==> src/sv/address_table_with_aging_assert.svh <==
// assertion macros for the address table with aging
`ifndef ADDRESS_TABLE_WITH_AGING_ASSERT_SVH
`define ADDRESS_TABLE_WITH_AGING_ASSERT_SVH

`ifndef ASSERT_OFF
// condition holds in the same cycle as the trigger
`define ATT_ASSERT_IMPLIES(label, clk, rst_n, trig, cond) \
  label: assert property (@(posedge clk) disable iff (!rst_n) (trig) |-> (cond)) \
    else $error("assertion failed");
// condition holds in the cycle after the trigger
`define ATT_ASSERT_NEXT(label, clk, rst_n, trig, cond) \
  label: assert property (@(posedge clk) disable iff (!rst_n) (trig) |=> (cond)) \
    else $error("assertion failed");
`else
`define ATT_ASSERT_IMPLIES(label, clk, rst_n, trig, cond)
`define ATT_ASSERT_NEXT(label, clk, rst_n, trig, cond)
`endif

`endif

==> src/sv/att_pkg.sv <==
// shared types and codes of the address table with aging
package att_pkg;

  localparam logic [1:0] OP_UPSERT = 2'd0;
  localparam logic [1:0] OP_PURGE  = 2'd1;

  typedef enum logic [2:0] {
    ST_UPDATED   = 3'd0,
    ST_INSERTED  = 3'd1,
    ST_FULL      = 3'd2,
    ST_PURGED    = 3'd3,
    ST_READ_OK   = 3'd4,
    ST_BAD_INDEX = 3'd5
  } status_e;

  typedef enum logic [1:0] {
    S_IDLE,
    S_FETCH,
    S_SCAN,
    S_READ
  } state_e;

  typedef struct packed {
    logic [2:0]  kind;
    logic [31:0] ip;
    logic [15:0] port;
    logic [15:0] players;
    logic [15:0] limit;
    logic [15:0] proto;
    logic [31:0] seen;
  } entry_t;

  // controller to datapath
  typedef struct packed {
    logic    load;
    logic    fetch;
    logic    hit_wr;
    logic    app_wr;
    logic    keep;
    logic    purge_end;
    logic    emit;
    status_e code;
  } cmd_t;

  // datapath to controller
  typedef struct packed {
    logic is_upsert;
    logic is_purge;
    logic chk_end;
    logic key_match;
    logic survive;
    logic idx_ok;
    logic room;
    logic out_busy;
  } sts_t;

endpackage

==> src/sv/att_ctrl.sv <==
// controller state machine of the address table
`include "address_table_with_aging_assert.svh"

module att_ctrl (
  input  logic          clk_i,
  input  logic          rst_ni,
  input  logic          in_valid_i,
  output logic          in_stall_o,
  input  att_pkg::sts_t sts_i,
  output att_pkg::cmd_t cmd_o
);
  import att_pkg::*;

  state_e state_q, state_d;

  always_ff @(posedge clk_i or negedge rst_ni) begin
    if (!rst_ni) begin
      state_q <= S_IDLE;
    end else begin
      state_q <= state_d;
    end
  end

  always_comb begin
    state_d = state_q;
    unique case (state_q)
      S_IDLE: begin
        if (in_valid_i) begin
          state_d = S_FETCH;
        end
      end
      S_FETCH: begin
        state_d = (sts_i.is_upsert || sts_i.is_purge) ? S_SCAN : S_READ;
      end
      S_SCAN: begin
        if ((sts_i.chk_end || (sts_i.is_upsert && sts_i.key_match)) && !sts_i.out_busy) begin
          state_d = S_IDLE;
        end
      end
      S_READ: begin
        if (!sts_i.out_busy) begin
          state_d = S_IDLE;
        end
      end
      default: state_d = S_IDLE;
    endcase
  end

  always_comb begin
    cmd_o      = '0;
    cmd_o.code = ST_UPDATED;
    in_stall_o = 1'b1;
    unique case (state_q)
      S_IDLE: begin
        in_stall_o = 1'b0;
        cmd_o.load = in_valid_i;
      end
      S_FETCH: begin
        cmd_o.fetch = 1'b1;
      end
      S_SCAN: begin
        if (sts_i.chk_end) begin
          if (!sts_i.out_busy) begin
            cmd_o.emit = 1'b1;
            if (sts_i.is_purge) begin
              cmd_o.purge_end = 1'b1;
              cmd_o.code      = ST_PURGED;
            end else if (sts_i.room) begin
              cmd_o.app_wr = 1'b1;
              cmd_o.code   = ST_INSERTED;
            end else begin
              cmd_o.code = ST_FULL;
            end
          end
        end else if (sts_i.is_upsert && sts_i.key_match) begin
          if (!sts_i.out_busy) begin
            cmd_o.emit   = 1'b1;
            cmd_o.hit_wr = 1'b1;
            cmd_o.code   = ST_UPDATED;
          end
        end else begin
          cmd_o.fetch = 1'b1;
          cmd_o.keep  = sts_i.is_purge & sts_i.survive;
        end
      end
      S_READ: begin
        if (!sts_i.out_busy) begin
          cmd_o.emit = 1'b1;
          cmd_o.code = sts_i.idx_ok ? ST_READ_OK : ST_BAD_INDEX;
        end
      end
      default: begin
        in_stall_o = 1'b1;
      end
    endcase
  end

  `ATT_ASSERT_IMPLIES(a_emit_free, clk_i, rst_ni, cmd_o.emit, !sts_i.out_busy)
  `ATT_ASSERT_NEXT(a_emit_idle, clk_i, rst_ni, cmd_o.emit, state_q == S_IDLE)

endmodule

==> config.mk <==
export PLATFORM = sky130hd
export DESIGN_NAME = att_ctrl
export DESIGN_NICKNAME = d
export VERILOG_FILES = /design/src/sv/att_pkg.sv /design/src/sv/att_ctrl.sv
export VERILOG_INCLUDE_DIRS = /design/src /design/src/sv
export SDC_FILE = /design/constraint.sdc
export NUM_CORES = 1
export LEC_CHECK = 0
export BUFFER_PORTS_ARGS = -buffer_cell sky130_fd_sc_hd__buf_4
export CAP_MARGIN = 10
export CORE_AREA = 8 8 45 47
export DETAILED_ROUTE_END_ITERATION = 6
export DIE_AREA = 0 0 53 55
export PLACE_DENSITY = 0.48
export SETUP_SLACK_MARGIN = 0.05
export SLEW_MARGIN = 15
export SYNTH_ARGS = -nofsm -noshare
export SYNTH_HDL_FRONTEND = slang
export SYNTH_SLANG_ARGS = --single-unit
==> constraint.sdc <==
create_clock -name clk_i -period 2.12 [get_ports clk_i]
set_clock_uncertainty 0.05 [all_clocks]
set_input_delay 0.424 -clock clk_i [delete_from_list [all_inputs] [get_ports clk_i]]
set_output_delay 0.424 -clock clk_i [all_outputs]
set_load 0.1 [all_outputs]
# After elaboration in Yosys (flattened, before gate mapping)
# Index checks and enable logic that the tools add are counted.
# Widths: inputs -> output; s select.
[classes]
eq_ne = 6
n_mux = 30
bitwise_logic = 1
reduce_logical = 7
[ops]
columns = ["operator", "count"]
rows = [
  ["$mux 4", 5],
  ["$mux 1", 15],
  ["$mux 2", 6],
  ["$pmux 2 s4", 1],
  ["$pmux 4 s2", 1],
  ["$ne 2x2->1 const B", 3],
  ["$mux 5", 1],
  ["$eq 2x2->1 const B", 2],
  ["$reduce_and 3->1", 1],
  ["$eq 2x1->1 const B", 1],
  ["$logic_and 1x1->1", 2],
  ["$logic_not 2->1", 1],
  ["$logic_or 1x1->1", 2],
  ["$pmux 1 s2", 1],
  ["$and 1x1->1", 1],
  ["$logic_not 1->1", 1],
]
[totals]
reg_bits = 2
inputBits = 11
output_inout_bits = 11
elab_cells = 45

# Depth between registers and ports, before layout
[logic_depth]
ltp_word = 5
mapped_depth = 5
depth_no_buf = 5

# Least setup slack after synthesis
# Ideal clock, no wire load.
[synth_path]
path_kind = "register -> output"
from = "register state_q[0]"
to = "output cmd_o[7] (netlist name)"
arrival_time_ns = 3.698
required_ns = 1.646
setup_slack_ns = -2.052
stages_incl_launch_ff = 5
cell_sequence = "dfrtp_1 > inv_1 > ha_1 > inv_2 > nor4_1"
[synth_rtl]
columns = ["item", "line", "rtl"]
rows = [
  ["start, declared", "att_ctrl.sv:14", "state_e state_q, state_d;"],
  ["start signal, assigned", "att_ctrl.sv:20", "state_q <= state_d;"],
  ["end, declared", "att_ctrl.sv:10", "output att_pkg::cmd_t cmd_o"],
]

==> reports/qor.csv <==
stage,metric,value,unit
run_status,outcome,finished clean,
sta,RSZ-0062 raised after global routing,no,
clock_network,CTS tree,yes,
die,Die Y-Extent,55,um
finish,FF+latch area,51.30,um^2
finish,Layout Nets,82,
finish,Largest regs,state_q x2,
clock_network,Sink Count,2,
die,Die Area,0.002915,mm^2
clock_network,clock latency on the worst-skew pair,0.22,ns
synthesis,syn_area_per_cell,8.168,um^2
synthesis,Post-synth ARST share,100.0,%
place,gpl congestion,0.6247,
die,Core Region,0.001384,mm^2
routing,DR pass1 iterations,1,
finish,# fillers,142,
global_route,GRT Overall Usage,6.120,%
die,I/O pin cnt,22,
sta,Slew headroom,79.29,%
routing,DRT iter0 DRCs,0,
run,max-cap violations,0,
synthesis,Synth area leader,ha_1,
synthesis,Syn Inst Count,36,
min_path,worst min path class,in2async,
sta,# setup viols final,0,
die,Starting Density,21.25,%
synthesis,"count leader, synth",ha_1,
routing,WL/cell,12.19,um
global_route,vias in the first global route,342,
die,site row count,14,
synthesis,syn_nets,52,
finish,multi-input logic area,295.3,um^2
clock_network,Clock Path Buffers,2,
routing,detailed-route via count,350,
setup_path,Setup crit end kind,primary output,
finish,post-route cell area,610.6,um^2
finish,Biggest register,state_q,
sta,f_max,496.4,MHz
synthesis,Yosys Warn Count,0,
sta,"Hold Violations, Final",0,
global_route,largest net degree at the start of global routing,7,
sta,Final min period,2.015,ns
synthesis,top_reg_cell synth,dfrtp_1,
finish,n_diodes,0,
setup_path,CP Max Fanout,6,
finish,Largest register FFs,2,
setup_path,type of origin of the critical path,register,
die,Die Width,53,um
setup_path,Worst R2R Setup Slack,0.49,ns
place,Detailed Place HPWL,827.2,um
setup_path,Worst EP arrival,1.54,ns
synthesis,Post-synth EDFFs,0,
sta,Worst-Margin Slew,0.3092,ns
global_route,gr ovfl total,0,
sta,fin. max-slew vios,0,
setup_path,WS Path Type,reg2out,
synthesis,sequential area share after synthesis,17.02,%
pwr,Static Leak,0.2945,nW
pwr,pwr dens,1587,mW/mm^2
finish,fin util,44.12,%
setup_path,critical path data required time,1.65,ns
global_route,initial antenna violation count,0,
synthesis,Synth area leaders,"ha_1 21%, dfrtp_1 17%, a21oi_1 6.8%",
synthesis,synth unique cells,22,
pwr,Peak supply drop,0.6298,mV
routing,final routed DRC violation total,0,
routing,Vias/cell,4.375,
routing,Routed Wire Length,975,um
clock_network,"Reg clk slew, reported paths",0.03,ns
clock_network,H-tree depth,1,
sta,post-route clock period utilization,95.03,%
place,area post-placement,541.8,um^2
place,PortBufs,21,
place,Placed Cells,73,
finish,post-route insts no fill,80,
synthesis,mapped cell area,294.0,um^2
synthesis,post-synthesis register bit count,2,
finish,share of layout cells above drive strength 1,64.06,%
synthesis,top-area cell type share of the netlist area,21.28,%
clock_network,CTS Buf Count,3,
clock_network,CTS Root Cell,clkbuf_4,
sta,hold slack,0.4766,ns
routing,Final ANT Viol Nets,0,
global_route,first-pass GRT wire length,1338,um
finish,P&R area growth vs syn,107.7,%
synthesis,Synth top cells by count,"5 x ha_1, 4 x a21oi_1, 4 x inv_1, 4 x nor2_1, 2 x dfrtp_1",
==> per-stage QoR <==
stage	worst slack (ns)	power [W]	TNS (ns)
2_1_floorplan	-0.1320	0.0006997	-0.2722
6_report	0.1053	0.0009687	0
3_5_place_dp	0.2117	0.0008497	0
4_1_cts	0.06244	0.0009581	0
5_1_grt	0.04241	0.001028	0
3_3_place_gp	0.2383	0.0008523	0
==> final timing paths <==
path,start,endpoint,cells after the start
setup reg to reg,state_q[0]$_DFFE_PN0P_,state_q[1]$_DFFE_PN0P_,5
min in group clk_i,sts_i[7],state_q[0]$_DFFE_PN0P_,4
hold reg to reg,state_q[1]$_DFFE_PN0P_,state_q[1]$_DFFE_PN0P_,1
hold / removal,rst_ni,state_q[0]$_DFFE_PN0P_,2
max in group asynchronous,rst_ni,state_q[1]$_DFFE_PN0P_,2
setup / recovery,state_q[0]$_DFFE_PN0P_,cmd_o[6],5
==> worst max-delay path, cell delays in order (launching register included) <==
cell and delay [ns]:
dfrtp_1 0.38, inv_2 0.08, ha_4 0.16, nand3b_1 0.21, nor3b_4 0.29, buf_12 0.20
==> layer usage <==
metal / up-vias / global-route usage (%) / part of all wire [%]
li1: 183 / - / -
met1: 155 / 6.535 / 38
met2: 12 / 10.35 / 53
met3: 0 / 1.872 / 9.2
met4: 0 / 3.879 / 0
met5: - / 0 / 0
==> power breakdown <==
part	switching, W	internal [W]	total, W
Combinational	0.000546	0.000257	0.000803
Sequential	0.0000212	0.0000609	0.0000821
Clock	0.0000208	0.0000624	0.0000831
Total	0.000588	0.000381	0.000969
==> cells in the final DEF (no fill, tap or decap), drive strengths merged, types with 2 or more instances in the layout <==
master  instances
buf            24
ha              5
inv             5
a21oi           4
nor2            4
clkbuf          3
dfrtp           2
==> area by class of cell <==
cell class                 count  share of cell area (%)
multi-input combinational     29                   48.36
clock buffer                   3                   3.689
sequential                     2                   8.402
inverter                       5                   3.074
timing repair buffer          25                   33.20
tap                           16                   3.279
==> cells by family after synthesis <==
logic type      count (synthesis)  synth area share (%)
compound gates                  9                 22.98
fa+ha+maj                       5                 21.28
mux                             2                 8.509
simple gates                   13                 23.83
buf+inv                         5                 6.380
flops                           2                 17.02
==> timing repair <==
item | CTS | global route
hold buffers | 1 | 0
endpoints found under the hold margin | 2 | 0
setup buffers | 1 | 2
setup endpoints to repair | 3 | 4
pin swaps | 2 | 2
gates resized for setup | 3 | 1
Power figures use the tool's default switching activity.
